==> config.mk <==
export PLATFORM = sky130hd
export DESIGN_NAME = toss_airtime_detector_top
export DESIGN_NICKNAME = d
export VERILOG_FILES = /design/src/rtl/core/tad_pkg.sv /design/src/rtl/core/toss_airtime_detector_top.sv /design/src/rtl/core/tad_alu.sv /design/src/rtl/core/tad_mul.sv /design/src/rtl/core/tad_core.sv
export SDC_FILE = /design/constraint.sdc
export NUM_CORES = 2
export LEC_CHECK = 0
export ABC_AREA = 1
export ABC_CLOCK_PERIOD_IN_PS = 13400
export BUFFER_PORTS_ARGS = -buffer_cell sky130_fd_sc_hd__buf_2
export CAP_MARGIN = 20
export CORE_MARGIN = 10
export CORE_UTILIZATION = 64
export DETAILED_ROUTE_END_ITERATION = 6
export PLACE_DENSITY_LB_ADDON = 0.3
export SETUP_SLACK_MARGIN = 0.5
export SYNTH_ARGS = -nofsm -noshare
export SYNTH_HDL_FRONTEND = slang
export SYNTH_SLANG_ARGS = --single-unit
==> constraint.sdc <==
create_clock -name clk -period 13.4 [get_ports clk]
set_clock_uncertainty 0.1 [all_clocks]
set_input_delay 0.67 -clock clk [delete_from_list [all_inputs] [get_ports clk]]
set_output_delay 0.67 -clock clk [all_outputs]
set_load 0.03 [all_outputs]
==> src/rtl/core/tad_pkg.sv <==
// tad_pkg: shared types, codes and constants of the toss airtime detector
// used by tad_alu, tad_mul, tad_core and toss_airtime_detector_top; no dependencies
package tad_pkg;

	// datapath widths
	localparam int ALU_W   = 52;
	localparam int MUL_AW  = 32;
	localparam int MUL_BW  = 20;
	localparam int QUO_W   = 23;

	typedef logic [ALU_W-1:0] alu_word_t;

	// block timing constants
	localparam logic [15:0] ARM_TIMEOUT_MS    = 16'd10000;
	localparam logic [15:0] IMPULSE_WINDOW_MS = 16'd200;

	// item modes
	localparam logic [1:0] MODE_SAMPLE = 2'd0;
	localparam logic [1:0] MODE_ARM    = 2'd1;
	localparam logic [1:0] MODE_CANCEL = 2'd2;

	// event codes
	localparam logic [2:0] EV_NONE     = 3'd0;
	localparam logic [2:0] EV_TIMEOUT  = 3'd1;
	localparam logic [2:0] EV_STARTED  = 3'd2;
	localparam logic [2:0] EV_INVALID  = 3'd3;
	localparam logic [2:0] EV_COMPLETE = 3'd4;

	// detector phases
	localparam logic [1:0] PH_IDLE   = 2'd0;
	localparam logic [1:0] PH_ARMED  = 2'd1;
	localparam logic [1:0] PH_FLIGHT = 2'd2;

	// register indexes
	localparam logic [2:0] REG_LAUNCH     = 3'd0;
	localparam logic [2:0] REG_FALL_ENTER = 3'd1;
	localparam logic [2:0] REG_FALL_EXIT  = 3'd2;
	localparam logic [2:0] REG_IMPACT     = 3'd3;
	localparam logic [2:0] REG_FALL_CONF  = 3'd4;
	localparam logic [2:0] REG_LAND_CONF  = 3'd5;
	localparam logic [2:0] REG_MAX_AIR    = 3'd6;
	localparam logic [2:0] REG_MIN_AIR    = 3'd7;

	// height = (t*t*G_NUM + H_ROUND) / H_DIV, saturated
	localparam logic [19:0] HEIGHT_MAX = 20'hFFFFF;
	localparam logic [MUL_BW-1:0] G_NUM = 20'd980665;
	localparam alu_word_t H_ROUND   = alu_word_t'(400000000);
	localparam alu_word_t H_DIV     = alu_word_t'(800000000);

	// quotient estimate: ((x >> H_X_SH) * H_RCP) >> H_RCP_SH, at most
	// H_FIX_STEPS below the true quotient, never above it
	localparam int H_X_SH      = 20;
	localparam int H_RCP_SH    = 29;
	localparam int H_FIX_STEPS = 4;
	localparam logic [MUL_BW-1:0] H_RCP = 20'd703687;
	// back-multiply: q * H_DIV = (q * H_DIV_LO) << H_DIV_SH
	localparam int H_DIV_SH    = 10;
	localparam logic [MUL_BW-1:0] H_DIV_LO = 20'd781250;

	typedef struct packed {
		logic [1:0]         mode;
		logic [31:0]        now_ms;
		logic signed [15:0] accel_g;
	} item_t;

	typedef struct packed {
		logic [2:0]  event_code;
		logic [31:0] airtime_ms;
		logic [19:0] height_mm;
	} result_t;

	typedef struct packed {
		logic signed [15:0] launch_level;
		logic signed [15:0] fall_enter_level;
		logic signed [15:0] fall_exit_level;
		logic signed [15:0] impact_level;
		logic [15:0]        fall_confirm_ms;
		logic [15:0]        land_confirm_ms;
		logic [15:0]        max_air_ms;
		logic [15:0]        min_air_ms;
	} cfg_t;

	// shared adder request and answer
	typedef struct packed {
		logic      sub;
		alu_word_t a;
		alu_word_t b;
	} alu_op_t;

	typedef struct packed {
		alu_word_t y;
		logic      ge;
	} alu_res_t;

	// multiplier request
	typedef struct packed {
		logic              en;
		logic [MUL_AW-1:0] a;
		logic [MUL_BW-1:0] b;
	} mul_op_t;

endpackage

==> src/rtl/core/toss_airtime_detector_top.sv <==
// Toss airtime detector. Each item beat (sample, arm or cancel) yields exactly one result beat
// with an event code, the airtime and, for a complete toss, the height g*t^2/8 in mm.
// Items are taken one at a time: all checks run as steps of one shared 52-bit adder
// under a sequencer. Arm, cancel, unused modes and idle-phase samples go from decode straight to
// the result; an armed-phase sample adds the timeout, impulse and fall checks; an in-flight sample
// adds the too-long, landing and short-flight checks, and a complete toss needing a height adds the four
// passes through the 32x20 multiplier (square, times g, reciprocal quotient estimate and its
// back-multiply) and four compare and subtract steps on the shared adder.
// A finished result waits in an output register, so the next item can be taken meanwhile.
// Configuration registers are written through the cfg port, which is always ready.

// top level: config registers, output register, detector core; depends on tad_pkg, tad_core
module toss_airtime_detector_top (
	input  logic             clk,
	input  logic             arst_n,
	input  logic             item_valid,
	output logic             item_stall,
	input  tad_pkg::item_t   item,
	output logic             result_valid,
	input  logic             result_stall,
	output tad_pkg::result_t result,
	input  logic             cfg_valid,
	output logic             cfg_ready,
	input  logic [2:0]       cfg_index,
	input  logic [15:0]      cfg_data
);

	tad_pkg::cfg_t    cfg_q;
	tad_pkg::result_t core_res;
	logic             core_res_valid;
	logic             res_take;
	logic             result_valid_q;
	tad_pkg::result_t result_q;

	assign cfg_ready = 1'b1;

	// configuration registers
	always_ff @(posedge clk or negedge arst_n) begin
		if (!arst_n) begin
			cfg_q.launch_level     <= 16'sd8192;
			cfg_q.fall_enter_level <= 16'sd1229;
			cfg_q.fall_exit_level  <= 16'sd2458;
			cfg_q.impact_level     <= 16'sd8192;
			cfg_q.fall_confirm_ms  <= 16'd40;
			cfg_q.land_confirm_ms  <= 16'd30;
			cfg_q.max_air_ms       <= 16'd3000;
			cfg_q.min_air_ms       <= 16'd80;
		end else if (cfg_valid && cfg_ready) begin
			case (cfg_index)
				tad_pkg::REG_LAUNCH:     cfg_q.launch_level     <= cfg_data;
				tad_pkg::REG_FALL_ENTER: cfg_q.fall_enter_level <= cfg_data;
				tad_pkg::REG_FALL_EXIT:  cfg_q.fall_exit_level  <= cfg_data;
				tad_pkg::REG_IMPACT:     cfg_q.impact_level     <= cfg_data;
				tad_pkg::REG_FALL_CONF:  cfg_q.fall_confirm_ms  <= cfg_data;
				tad_pkg::REG_LAND_CONF:  cfg_q.land_confirm_ms  <= cfg_data;
				tad_pkg::REG_MAX_AIR:    cfg_q.max_air_ms       <= cfg_data;
				tad_pkg::REG_MIN_AIR:    cfg_q.min_air_ms       <= cfg_data;
				default:                 cfg_q.min_air_ms       <= cfg_q.min_air_ms;
			endcase
		end
	end

	tad_core u_core (
		.clk        (clk),
		.arst_n     (arst_n),
		.item_valid (item_valid),
		.item_stall (item_stall),
		.item       (item),
		.cfg        (cfg_q),
		.res_take   (res_take),
		.res_valid  (core_res_valid),
		.res        (core_res)
	);

	// output register: loads when empty or when its beat leaves
	assign res_take = !result_valid_q || !result_stall;

	always_ff @(posedge clk or negedge arst_n) begin
		if (!arst_n) begin
			result_valid_q <= 1'b0;
		end else if (res_take) begin
			result_valid_q <= core_res_valid;
		end
	end

	always_ff @(posedge clk) begin
		if (res_take && core_res_valid) begin
			result_q <= core_res;
		end
	end

	assign result_valid = result_valid_q;
	assign result       = result_q;

	// an accepted item keeps the sequencer busy on the next cycle
	a_busy_after_accept: assert property (@(posedge clk) disable iff (!arst_n)
		(item_valid && !item_stall) |=> item_stall)
		else $error("item accepted while the sequencer stayed ready");

	// height only on a complete toss
	a_height_only_complete: assert property (@(posedge clk) disable iff (!arst_n)
		(result_valid && (result.event_code != tad_pkg::EV_COMPLETE))
		|-> (result.height_mm == 20'd0))
		else $error("height reported without a complete toss");

	// airtime only on invalid or complete
	a_air_only_landing: assert property (@(posedge clk) disable iff (!arst_n)
		(result_valid && (result.event_code != tad_pkg::EV_COMPLETE)
		&& (result.event_code != tad_pkg::EV_INVALID)) |-> (result.airtime_ms == 32'd0))
		else $error("airtime reported on an event without landing");

	// a complete toss never reports an airtime below the minimum
	a_complete_min_air: assert property (@(posedge clk) disable iff (!arst_n)
		(core_res_valid && (core_res.event_code == tad_pkg::EV_COMPLETE))
		|-> (core_res.airtime_ms >= {16'b0, cfg_q.min_air_ms}))
		else $error("complete toss shorter than the minimum airtime");

endmodule

==> src/rtl/core/tad_alu.sv <==
// tad_alu: shared add / subtract unit with unsigned compare flag
// depends on tad_pkg
module tad_alu (
	input  tad_pkg::alu_op_t  op,
	output tad_pkg::alu_res_t res
);

	logic [tad_pkg::ALU_W:0] sum;

	// ge is the carry out of a - b, i.e. no borrow
	always_comb begin
		sum = {1'b0, op.a} + {1'b0, (op.sub ? ~op.b : op.b)}
			+ {{tad_pkg::ALU_W{1'b0}}, op.sub};
		res.y  = sum[tad_pkg::ALU_W-1:0];
		res.ge = op.sub & sum[tad_pkg::ALU_W];
	end

endmodule

==> src/rtl/core/tad_mul.sv <==
// tad_mul: 32 x 20 multiplier with registered product
// depends on tad_pkg
module tad_mul (
	input  logic                     clk,
	input  tad_pkg::mul_op_t         op,
	output logic [tad_pkg::ALU_W-1:0] prod_q
);

	// product register, loaded only when a multiply is issued
	always_ff @(posedge clk) begin
		if (op.en) begin
			prod_q <= tad_pkg::ALU_W'({20'b0, op.a} * {32'b0, op.b});
		end
	end

endmodule

==> src/rtl/core/tad_core.sv <==
// tad_core: phase tracking sequencer of the toss detector, driving the shared
// adder and the multiplier; depends on tad_pkg, tad_alu, tad_mul
module tad_core (
	input  logic             clk,
	input  logic             arst_n,
	input  logic             item_valid,
	output logic             item_stall,
	input  tad_pkg::item_t   item,
	input  tad_pkg::cfg_t    cfg,
	input  logic             res_take,
	output logic             res_valid,
	output tad_pkg::result_t res
);

	localparam logic [4:0] ST_IDLE    = 5'd0;
	localparam logic [4:0] ST_DECODE  = 5'd1;
	localparam logic [4:0] ST_A_TO    = 5'd2;
	localparam logic [4:0] ST_A_TOC   = 5'd3;
	localparam logic [4:0] ST_A_IMP   = 5'd4;
	localparam logic [4:0] ST_A_IMPC  = 5'd5;
	localparam logic [4:0] ST_A_FC    = 5'd6;
	localparam logic [4:0] ST_A_FCC   = 5'd7;
	localparam logic [4:0] ST_F_MAX   = 5'd8;
	localparam logic [4:0] ST_F_MAXC  = 5'd9;
	localparam logic [4:0] ST_F_LC    = 5'd10;
	localparam logic [4:0] ST_F_LCC   = 5'd11;
	localparam logic [4:0] ST_F_AIR   = 5'd12;
	localparam logic [4:0] ST_F_MIN   = 5'd13;
	localparam logic [4:0] ST_H_SQ    = 5'd14;
	localparam logic [4:0] ST_H_K     = 5'd15;
	localparam logic [4:0] ST_H_ADD   = 5'd16;
	localparam logic [4:0] ST_H_RCP   = 5'd17;
	localparam logic [4:0] ST_H_BACK  = 5'd18;
	localparam logic [4:0] ST_H_REM   = 5'd19;
	localparam logic [4:0] ST_H_FIX   = 5'd20;
	localparam logic [4:0] ST_H_SAT   = 5'd21;
	localparam logic [4:0] ST_DONE    = 5'd22;

	logic [4:0] state_q;

	// latched item
	logic [1:0]         mode_q;
	logic [31:0]        now_q;
	logic signed [15:0] acc_q;

	// detector state
	logic [1:0]  phase_q;
	logic [31:0] armed_time_q;
	logic [31:0] impulse_time_q;
	logic [31:0] fall_time_q;
	logic [31:0] flight_time_q;
	logic [31:0] land_time_q;
	logic        saw_impulse_q;
	logic        fall_cand_q;
	logic        land_cand_q;

	// work registers
	logic [31:0]               diff_q;
	tad_pkg::alu_word_t        rem_q;
	logic [tad_pkg::QUO_W-1:0] quo_q;
	logic [4:0]                cnt_q;
	logic [2:0]                ev_q;
	logic [31:0]               air_q;
	logic [19:0]               hgt_q;

	tad_pkg::alu_op_t          alu_op;
	tad_pkg::alu_res_t         alu_res;
	tad_pkg::mul_op_t          mul_op;
	logic [tad_pkg::ALU_W-1:0] prod_q;

	tad_alu u_alu (
		.op  (alu_op),
		.res (alu_res)
	);

	tad_mul u_mul (
		.clk    (clk),
		.op     (mul_op),
		.prod_q (prod_q)
	);

	assign item_stall = (state_q != ST_IDLE);
	assign res_valid  = (state_q == ST_DONE);
	assign res.event_code = ev_q;
	assign res.airtime_ms = air_q;
	assign res.height_mm  = hgt_q;

	// operand select for the shared adder
	always_comb begin
		alu_op.sub = 1'b1;
		alu_op.a   = '0;
		alu_op.b   = '0;
		case (state_q)
			ST_A_TO: begin
				alu_op.a = tad_pkg::alu_word_t'(now_q);
				alu_op.b = tad_pkg::alu_word_t'(armed_time_q);
			end
			ST_A_TOC: begin
				alu_op.a = tad_pkg::alu_word_t'(diff_q);
				alu_op.b = tad_pkg::alu_word_t'(tad_pkg::ARM_TIMEOUT_MS);
			end
			ST_A_IMP: begin
				alu_op.a = tad_pkg::alu_word_t'(now_q);
				alu_op.b = tad_pkg::alu_word_t'(impulse_time_q);
			end
			ST_A_IMPC: begin
				alu_op.a = tad_pkg::alu_word_t'(tad_pkg::IMPULSE_WINDOW_MS);
				alu_op.b = tad_pkg::alu_word_t'(diff_q);
			end
			ST_A_FC: begin
				alu_op.a = tad_pkg::alu_word_t'(now_q);
				alu_op.b = tad_pkg::alu_word_t'(fall_time_q);
			end
			ST_A_FCC: begin
				alu_op.a = tad_pkg::alu_word_t'(diff_q);
				alu_op.b = tad_pkg::alu_word_t'(cfg.fall_confirm_ms);
			end
			ST_F_MAX: begin
				alu_op.a = tad_pkg::alu_word_t'(now_q);
				alu_op.b = tad_pkg::alu_word_t'(flight_time_q);
			end
			ST_F_MAXC: begin
				alu_op.a = tad_pkg::alu_word_t'(cfg.max_air_ms);
				alu_op.b = tad_pkg::alu_word_t'(diff_q);
			end
			ST_F_LC: begin
				alu_op.a = tad_pkg::alu_word_t'(now_q);
				alu_op.b = tad_pkg::alu_word_t'(land_time_q);
			end
			ST_F_LCC: begin
				alu_op.a = tad_pkg::alu_word_t'(diff_q);
				alu_op.b = tad_pkg::alu_word_t'(cfg.land_confirm_ms);
			end
			ST_F_AIR: begin
				alu_op.a = tad_pkg::alu_word_t'(land_time_q);
				alu_op.b = tad_pkg::alu_word_t'(flight_time_q);
			end
			ST_F_MIN: begin
				alu_op.a = tad_pkg::alu_word_t'(diff_q);
				alu_op.b = tad_pkg::alu_word_t'(cfg.min_air_ms);
			end
			ST_H_ADD: begin
				alu_op.sub = 1'b0;
				alu_op.a   = prod_q;
				alu_op.b   = tad_pkg::H_ROUND;
			end
			ST_H_REM: begin
				alu_op.a = rem_q;
				alu_op.b = prod_q << tad_pkg::H_DIV_SH;
			end
			ST_H_FIX: begin
				alu_op.a = rem_q;
				alu_op.b = tad_pkg::H_DIV;
			end
			default: begin
				alu_op.sub = 1'b1;
			end
		endcase
	end

	// multiplier issue: t*t, square times g, quotient estimate, back-multiply
	always_comb begin
		mul_op.en = 1'b0;
		mul_op.a  = '0;
		mul_op.b  = '0;
		case (state_q)
			ST_H_SQ: begin
				mul_op.en = 1'b1;
				mul_op.a  = {16'b0, diff_q[15:0]};
				mul_op.b  = {4'b0, diff_q[15:0]};
			end
			ST_H_K: begin
				mul_op.en = 1'b1;
				mul_op.a  = prod_q[tad_pkg::MUL_AW-1:0];
				mul_op.b  = tad_pkg::G_NUM;
			end
			ST_H_RCP: begin
				mul_op.en = 1'b1;
				mul_op.a  = rem_q[tad_pkg::ALU_W-1:tad_pkg::H_X_SH];
				mul_op.b  = tad_pkg::H_RCP;
			end
			ST_H_BACK: begin
				mul_op.en = 1'b1;
				mul_op.a  = {{(tad_pkg::MUL_AW - tad_pkg::QUO_W){1'b0}},
					prod_q[tad_pkg::ALU_W-1:tad_pkg::H_RCP_SH]};
				mul_op.b  = tad_pkg::H_DIV_LO;
			end
			default: begin
				mul_op.en = 1'b0;
			end
		endcase
	end

	// sequencer and detector state
	always_ff @(posedge clk or negedge arst_n) begin
		if (!arst_n) begin
			state_q        <= ST_IDLE;
			phase_q        <= tad_pkg::PH_IDLE;
			armed_time_q   <= '0;
			impulse_time_q <= '0;
			fall_time_q    <= '0;
			flight_time_q  <= '0;
			land_time_q    <= '0;
			saw_impulse_q  <= 1'b0;
			fall_cand_q    <= 1'b0;
			land_cand_q    <= 1'b0;
		end else begin
			case (state_q)
				ST_IDLE: begin
					if (item_valid) begin
						mode_q  <= item.mode;
						now_q   <= item.now_ms;
						acc_q   <= item.accel_g;
						ev_q    <= tad_pkg::EV_NONE;
						air_q   <= '0;
						hgt_q   <= '0;
						state_q <= ST_DECODE;
					end
				end
				ST_DECODE: begin
					state_q <= ST_DONE;
					case (mode_q)
						tad_pkg::MODE_ARM: begin
							phase_q        <= tad_pkg::PH_ARMED;
							armed_time_q   <= now_q;
							impulse_time_q <= '0;
							fall_time_q    <= '0;
							flight_time_q  <= '0;
							land_time_q    <= '0;
							saw_impulse_q  <= 1'b0;
							fall_cand_q    <= 1'b0;
							land_cand_q    <= 1'b0;
						end
						tad_pkg::MODE_CANCEL: begin
							phase_q       <= tad_pkg::PH_IDLE;
							saw_impulse_q <= 1'b0;
							fall_cand_q   <= 1'b0;
							land_cand_q   <= 1'b0;
						end
						tad_pkg::MODE_SAMPLE: begin
							if (phase_q == tad_pkg::PH_ARMED) begin
								state_q <= ST_A_TO;
							end else if (phase_q == tad_pkg::PH_FLIGHT) begin
								state_q <= ST_F_MAX;
							end
						end
						default: begin
							state_q <= ST_DONE;
						end
					endcase
				end
				// armed: timeout check
				ST_A_TO: begin
					diff_q  <= alu_res.y[31:0];
					state_q <= ST_A_TOC;
				end
				ST_A_TOC: begin
					if (alu_res.ge) begin
						phase_q       <= tad_pkg::PH_IDLE;
						saw_impulse_q <= 1'b0;
						fall_cand_q   <= 1'b0;
						land_cand_q   <= 1'b0;
						ev_q          <= tad_pkg::EV_TIMEOUT;
						state_q       <= ST_DONE;
					end else begin
						if (acc_q >= cfg.launch_level) begin
							saw_impulse_q  <= 1'b1;
							impulse_time_q <= now_q;
						end
						state_q <= ST_A_IMP;
					end
				end
				// armed: impulse recency and free fall candidate
				ST_A_IMP: begin
					diff_q  <= alu_res.y[31:0];
					state_q <= ST_A_IMPC;
				end
				ST_A_IMPC: begin
					if (saw_impulse_q && alu_res.ge && (acc_q <= cfg.fall_enter_level)) begin
						if (!fall_cand_q) begin
							fall_cand_q <= 1'b1;
							fall_time_q <= now_q;
						end
						state_q <= ST_A_FC;
					end else begin
						fall_cand_q <= 1'b0;
						state_q     <= ST_DONE;
					end
				end
				ST_A_FC: begin
					diff_q  <= alu_res.y[31:0];
					state_q <= ST_A_FCC;
				end
				ST_A_FCC: begin
					if (alu_res.ge) begin
						flight_time_q <= fall_time_q;
						phase_q       <= tad_pkg::PH_FLIGHT;
						land_cand_q   <= 1'b0;
						ev_q          <= tad_pkg::EV_STARTED;
					end
					state_q <= ST_DONE;
				end
				// flight: too long check, then landing candidate
				ST_F_MAX: begin
					diff_q  <= alu_res.y[31:0];
					state_q <= ST_F_MAXC;
				end
				ST_F_MAXC: begin
					if (!alu_res.ge) begin
						phase_q       <= tad_pkg::PH_IDLE;
						saw_impulse_q <= 1'b0;
						fall_cand_q   <= 1'b0;
						land_cand_q   <= 1'b0;
						ev_q          <= tad_pkg::EV_INVALID;
						state_q       <= ST_DONE;
					end else if (acc_q >= cfg.fall_exit_level) begin
						if (!land_cand_q) begin
							land_cand_q <= 1'b1;
							land_time_q <= now_q;
						end
						if (acc_q >= cfg.impact_level) begin
							state_q <= ST_F_AIR;
						end else begin
							state_q <= ST_F_LC;
						end
					end else begin
						land_cand_q <= 1'b0;
						state_q     <= ST_DONE;
					end
				end
				ST_F_LC: begin
					diff_q  <= alu_res.y[31:0];
					state_q <= ST_F_LCC;
				end
				ST_F_LCC: begin
					state_q <= alu_res.ge ? ST_F_AIR : ST_DONE;
				end
				// landing confirmed: airtime and short flight check
				ST_F_AIR: begin
					diff_q  <= alu_res.y[31:0];
					state_q <= ST_F_MIN;
				end
				ST_F_MIN: begin
					phase_q       <= tad_pkg::PH_IDLE;
					saw_impulse_q <= 1'b0;
					fall_cand_q   <= 1'b0;
					land_cand_q   <= 1'b0;
					air_q         <= diff_q;
					if (!alu_res.ge) begin
						ev_q    <= tad_pkg::EV_INVALID;
						state_q <= ST_DONE;
					end else begin
						ev_q <= tad_pkg::EV_COMPLETE;
						if (diff_q[31:16] != 16'b0) begin
							hgt_q   <= tad_pkg::HEIGHT_MAX;
							state_q <= ST_DONE;
						end else begin
							state_q <= ST_H_SQ;
						end
					end
				end
				// height: two multiplies and rounding add give the dividend
				ST_H_SQ: begin
					state_q <= ST_H_K;
				end
				ST_H_K: begin
					state_q <= ST_H_ADD;
				end
				ST_H_ADD: begin
					rem_q   <= alu_res.y;
					state_q <= ST_H_RCP;
				end
				// reciprocal estimate of the quotient, then its back-multiply
				ST_H_RCP: begin
					state_q <= ST_H_BACK;
				end
				ST_H_BACK: begin
					quo_q   <= prod_q[tad_pkg::ALU_W-1:tad_pkg::H_RCP_SH];
					state_q <= ST_H_REM;
				end
				ST_H_REM: begin
					rem_q   <= alu_res.y;
					cnt_q   <= 5'(tad_pkg::H_FIX_STEPS - 1);
					state_q <= ST_H_FIX;
				end
				// compare and subtract steps close the estimate gap
				ST_H_FIX: begin
					if (alu_res.ge) begin
						rem_q <= alu_res.y;
						quo_q <= quo_q + {{(tad_pkg::QUO_W-1){1'b0}}, 1'b1};
					end
					cnt_q <= cnt_q - 5'd1;
					if (cnt_q == 5'd0) begin
						state_q <= ST_H_SAT;
					end
				end
				ST_H_SAT: begin
					if (quo_q[tad_pkg::QUO_W-1:20] != '0) begin
						hgt_q <= tad_pkg::HEIGHT_MAX;
					end else begin
						hgt_q <= quo_q[19:0];
					end
					state_q <= ST_DONE;
				end
				// hand the result beat to the output register
				ST_DONE: begin
					if (res_take) begin
						state_q <= ST_IDLE;
					end
				end
				default: begin
					state_q <= ST_IDLE;
				end
			endcase
		end
	end

endmodule

-- Word-level counts from Yosys, hierarchy flattened
Cells that the tools add are included.
- bits in registers: 623
- $lt $le $gt $ge: 4
- bitwise operators: 2
- equality and inequality tests: 54
- muxes and demuxes: 67
- multipliers: 1
- $add $sub $neg: 4
- reduce and logical (&&, ||, !) cells: 59
- operator list (kind ; count):
    $pmux W104 S15 ; 1
    $mux W32 ; 10
    $pmux W32 S2 ; 5
    $pmux W52 S4 ; 1
    $pmux W5 S22 ; 1
    $mux W52 ; 2
    $pmux W52 S2 ; 1
    $mux W20 ; 4
    $mux W5 ; 13
    $pmux W20 S3 ; 1
    $add A52 B52 Y53 ; 1
    $add A53 B1 Y53 ; 1
    $mul A32 B20 Y52 ; 1
    $not A52 Y52 ; 1
    $ge A16 B16 Y1 ; 3
    $pmux W23 S2 ; 1
    $eq A5 B4 Y1 const B ; 8
    $eq A5 B5 Y1 const B ; 7
    $ne A2 B1 Y1 const B ; 12
    $add A23 B1 Y23 const B ; 1
    $mux W23 ; 1
    $reduce_and A2 Y1 ; 11
    $reduce_and A3 Y1 ; 7
    $eq A5 B3 Y1 const B ; 4
    other kinds (39) ; 93

-- Longest topological paths before layout
- word-level depth: 11
- mapped depth: 38
- mapped depth without buffers: 38

-- Hierarchy
A second synthesis with hierarchy kept.
- cells, all modules: 7139
- area, all modules: 56475.4 µm²
- modules (own cells, without submodules) (module ; cells each ; area an instance (µm²) ; instances ; seq. area each (µm²)):
    tad_mul ; 3195 ; 24003.0 ; 1 ; 1561.5
    tad_core ; 2269 ; 20517.2 ; 1 ; 10770.3
    toss_airtime_detector_top ; 641 ; 6792.8 ; 1 ; 4916.0
    tad_alu ; 1034 ; 5162.5 ; 1 ; 0.0

-- Worst setup path before layout
OpenSTA, ideal clock, no wires.
- path kind: register to register
- from: register u_core.state_q[4]
- to: register u_core.u_mul.prod_q[51] in the netlist's numbering, data pin
- setup time: 262 ps
- data arrival time: 7019 ps
- buffers on the path: 3
- slack: 6019 ps
- clock period less this slack: 7381 ps
- stages on the path, launching flop included: 37
- path through: dfrtp_1 -> inv_2 -> buf_4 -> nand2_1 -> nor2_2 -> inv_1 -> buf_2 -> buf_2 -> o21ai_0 -> nor2_2 -> inv_1 -> nand2_1 -> fa_1 -> inv_1 -> fa_1 -> inv_1 -> fa_1 -> inv_1 -> fa_1 -> fa_1 -> fa_1 -> inv_1 -> fa_1 -> inv_1 -> ha_1 -> nand2_1 -> nor2_1 -> inv_1 -> nor2_1 -> inv_1 -> nor3_1 -> nand3_1 -> nand3_1 -> nand2_1 -> nand2_1 -> a21oi_1 -> xor2_1
- word-level cells in the longest chain between the ends: 3
- elaborated cells on any way between the ends: 6
- RTL lines (what ; RTL line ; RTL):
    start, declared ; tad_core.sv:39 ; logic [4:0] state_q;
    start signal, assigned ; tad_core.sv:336 ; state_q <= alu_res.ge ? ST_F_AIR : ST_DONE;
    $eq A5 B5 Y1 or $eq A5 B4 Y1 (tied branches) ; tad_core.sv:166 ; case (state_q)
    $pmux W52 S4 * ; tad_core.sv:166 ;
    $mul A32 B20 Y52 * ; tad_mul.sv:12 ; prod_q <= tad_pkg::ALU_W'({20'b0, op.a} * {32'b0, op.b});
    end signal, assigned ; tad_mul.sv:12 ;
    end, declared ; tad_mul.sv:6 ; output logic [tad_pkg::ALU_W-1:0] prod_q
Every way passes the cells marked *; elsewhere a longest branch is shown, timed or not.
A chain may end at the register's enable or synchronous reset.

-- Worst setup path after layout
- from: register u_core.state_q[3]
- to: register u_core.u_mul.prod_q[45] in the netlist's numbering, data pin
Same word-level chain as after synthesis.

==> qor.yml <==
run_status:
  status: "finished, violations left"
  violations: "DRC"
power_and_ir_drop:
  pwr-share-seq_pct: 22.1
  power_density_nw_per_um2: 273.6
  p_sw_share_pct: 53.72
  comb_power_share_pct: 65.4
  irDropWorstVdd_v: 0.0002671
  power.leakage_nw: 27.22
  p_clk_share_pct: 12.5
  power_switching_w: 0.008184
  internal-power_w: 0.007049
die:
  num_rows: 103
  die_y_um: 303.4
  initial_utilization_pct: 64.84
  die_area_um2: 92040
  die_x_um: 303.4
  io_pins: 132
  core_um2: 79260
hold_path:
  hold_path_depth: 1
  holdPathEnd: "u_core.acc_q[4]"
  worstHoldStart: "item[4]"
  hold_class: "in -> reg"
yosys:
  seq_area_frac_synth_pct: 33.56
  synth_flop_cell: "edfxtp_1"
  synth.ff_latch_count: 623
  avgSynthCellArea_um2: 8.668
  async_reset_ff_share_pct: 47.99
  synth_top_area_share_pct: 20.68
  syn_inst: 5929
  synth_top_cell_by_area: "fa_1"
  yosys_warnings: 0
  ys_types: 54
  synth.area.top_cells: "fa_1 21%, edfxtp_1 19%, dfrtp_1 13%, inv_1 9.4%, nand2_1 7.7%"
  netlist_area_um2: 51390
  synth_edf_count: 324
timing:
  tns_ps: 0
  whs_ps: 58.87
  tightest_slew_ps: 1180
  maxSlewViolCount: 0
  fmax_ghz: 0.1004
  finalCritPeriodShare_pct: 74.32
  layout_setup_ws_ps: 3441
  grt_setup_unrepaired: "no"
  finalCriticalPeriod_ps: 9959
  setup_viol: 0
  slew_headroom_pct: 21.03
  hold_viol: 0
clocking:
  cts_buffer_depth: 3
  cts_resized: 0
  clockRootBuffer: "clkbuf_16"
  insertion_delay_ps: 680
  numClockSinks: 623
  cts_max_level: 2
  clk_pin_slew_ps: 70
  numCtsBuffers: 61
  cts_tree: "built"
setup_path:
  r2r_end: "u_core.u_mul.prod_q[45]"
  r2r-start: "u_core.state_q[3]"
  worstSetupPathType: "reg -> reg"
  crit_required_ps: 13690
  critPathMaxStageDelay_ps: 920
  r2r_cells: 31
  arrival_ps: 10250
  critical_path.most_common_cell: "fa_1"
  critPathLaunchType: "register"
  crit_fanout: 26
  slowest_stage: "clkinv_1"
  endpoint_kind: "register"
  ff2ff_setup_slack_ps: 3440
placed_design:
  numPlacedInstances: 7020
  place_congestion: 1.061
  pre_cts_slack_ps: 3207
  place.port_buffers: 130
  hpwl_um: 144700
global_routing:
  grt_pass1_wl_um: 279400
  grt_max_degree: 86
  first_global_vias: 44774
  antenna_found_initial: 11
  overflow: 0
  grtUsageTotal_pct: 41.06
drt:
  drc: 7
  ant_nets: 0
  wire_per_inst_um: 26.37
  dr.pass1.iters: 7
  drt_iter0_markers: 6493
  drt_wl_total_um: 188500
  vias: 44820
  wl_met1_um: 69340
  wl_met2_um: 79830
  top_layer: "met5"
  viasPerCell: 6.269
  dr_wl_met3_um: 27100
layout:
  final_cell_mix: "1285 x inv_1, 1049 x nand2_1, 580 x nor2_1"
  fin_cells: 7149
  final_layout_size_suffix_gt1_share_pct: 6.660
  final_common_cell: "inv_1"
  areaGrowthSynthToFinish_pct: 8.345
  num-nets-final: 6935
run:
  cap_viol_max_count: 0
## sequential cells by signal, summed over array words and instances (netlist names), 20 cells and up
| signal | flops |
|---|---|
| cfg_q | 128 |
| result | 55 |
| u_core.air_q | 32 |
| u_core.armed_time_q | 32 |
| u_core.diff_q | 32 |
| u_core.fall_time_q | 32 |
| u_core.flight_time_q | 32 |
| u_core.hgt_q | 20 |
| u_core.impulse_time_q | 32 |
| u_core.land_time_q | 32 |
| u_core.now_q | 32 |
| u_core.quo_q | 23 |
| u_core.rem_q | 52 |
| u_core.u_mul.prod_q | 52 |
## what timing repair did
item                                   4_1_cts  5_1_grt
buffers inserted                             0        0
hold buffers                                 1        0
endpoints found under the hold margin       70        0
## cell type report
class | count | area, um2
Timing Repair Buffer | 201 | 1276
Clock inverter | 40 | 488.0
Fill cell | 6094 | 23570
Clock buffer | 76 | 1727
Antenna cell | 3 | 7.507
Multi-Input combinational cell | 3848 | 28710
Sequential cell | 623 | 17250
Inverter | 1308 | 4910
Tap cell | 1050 | 1314
## kinds of logic (layout without fill, tap and decap cells)
group | Yosys count | count (layout) | share of synthesized area, %
compound gates | 982 | 982 | 11.02
xor+xnor | 116 | 116 | 1.977
fa+ha+maj | 818 | 818 | 27.67
buf+inv | 1475 | 1625 | 10.88
flops | 623 | 623 | 33.56
other cells | 2 | 22 | 0.01461
simple gates | 1913 | 1913 | 14.87
## through the flow
step	area [um2]	total power [W]	util, %
after floorplan	51460	0.009425	-
after global placement	53300	0.01265	67.25
after detailed placement	53300	0.01279	67.25
after CTS	55530	0.01477	70.06
after global routing	55680	0.01602	70.25
final	55680	0.01523	70.26
## worst max-delay path by stage
stage	start	end	depth (start not counted)	slack, ps
2_1_floorplan	u_core.state_q[4]	u_core.u_mul.prod_q[51]	36	6020
3_3_place_gp	u_core.state_q[3]	u_core.u_mul.prod_q[45]	31	3270
3_5_place_dp	u_core.state_q[3]	u_core.u_mul.prod_q[45]	31	3210
4_1_cts	u_core.state_q[3]	u_core.u_mul.prod_q[45]	31	3180
5_1_grt	u_core.state_q[3]	u_core.u_mul.prod_q[45]	31	3120
6_report	u_core.state_q[3]	u_core.u_mul.prod_q[45]	31	3440
## cell usage after synthesis (19+ instances only)
master,number
dfstp_2,29
a21oi_1,201
xnor2_1,39
dfrtp_1,270
nand4_1,25
clkbuf_1,128
xor2_1,77
nor3_1,38
nand3_1,156
nor2_1,587
a221oi_1,56
o21a_1,19
o21ai_0,492
ha_1,287
o22ai_1,42
inv_1,1286
fa_1,531
edfxtp_1,324
buf_2,26
nand2_1,1054
a31oi_1,44
## power by group through the flow
stage                     combinational [W]  clock (W)  sequential, W
after CTS                           0.00954    0.00189        0.00334
final                               0.00997    0.00190        0.00337
after detailed placement            0.00943          0        0.00336
after global routing                 0.0107    0.00197        0.00338
after floorplan                     0.00620          0        0.00323
after global placement              0.00930          0        0.00335
## worst max-delay path, delay by kind of cell, from the launching register on
| family | cells | cell delay (ps) |
|---|---|---|
| AO/OA/AOI/OAI | 2 | 870 |
| XOR/XNOR | 1 | 100 |
| adder cells (fa/ha/maj) | 8 | 3780 |
| buffers and inverters | 9 | 2290 |
| flip-flops | 1 | 550 |
| AND/OR/NAND/NOR | 11 | 1970 |
## metal layers
metal / up-vias / global-route usage (%)
li1: 18931 / -
met1: 21633 / 55.41
met2: 3492 / 60.33
met3: 752 / 11.55
met4: 12 / 21.29
met5: - / 0
Power figures use the tool's default switching activity.
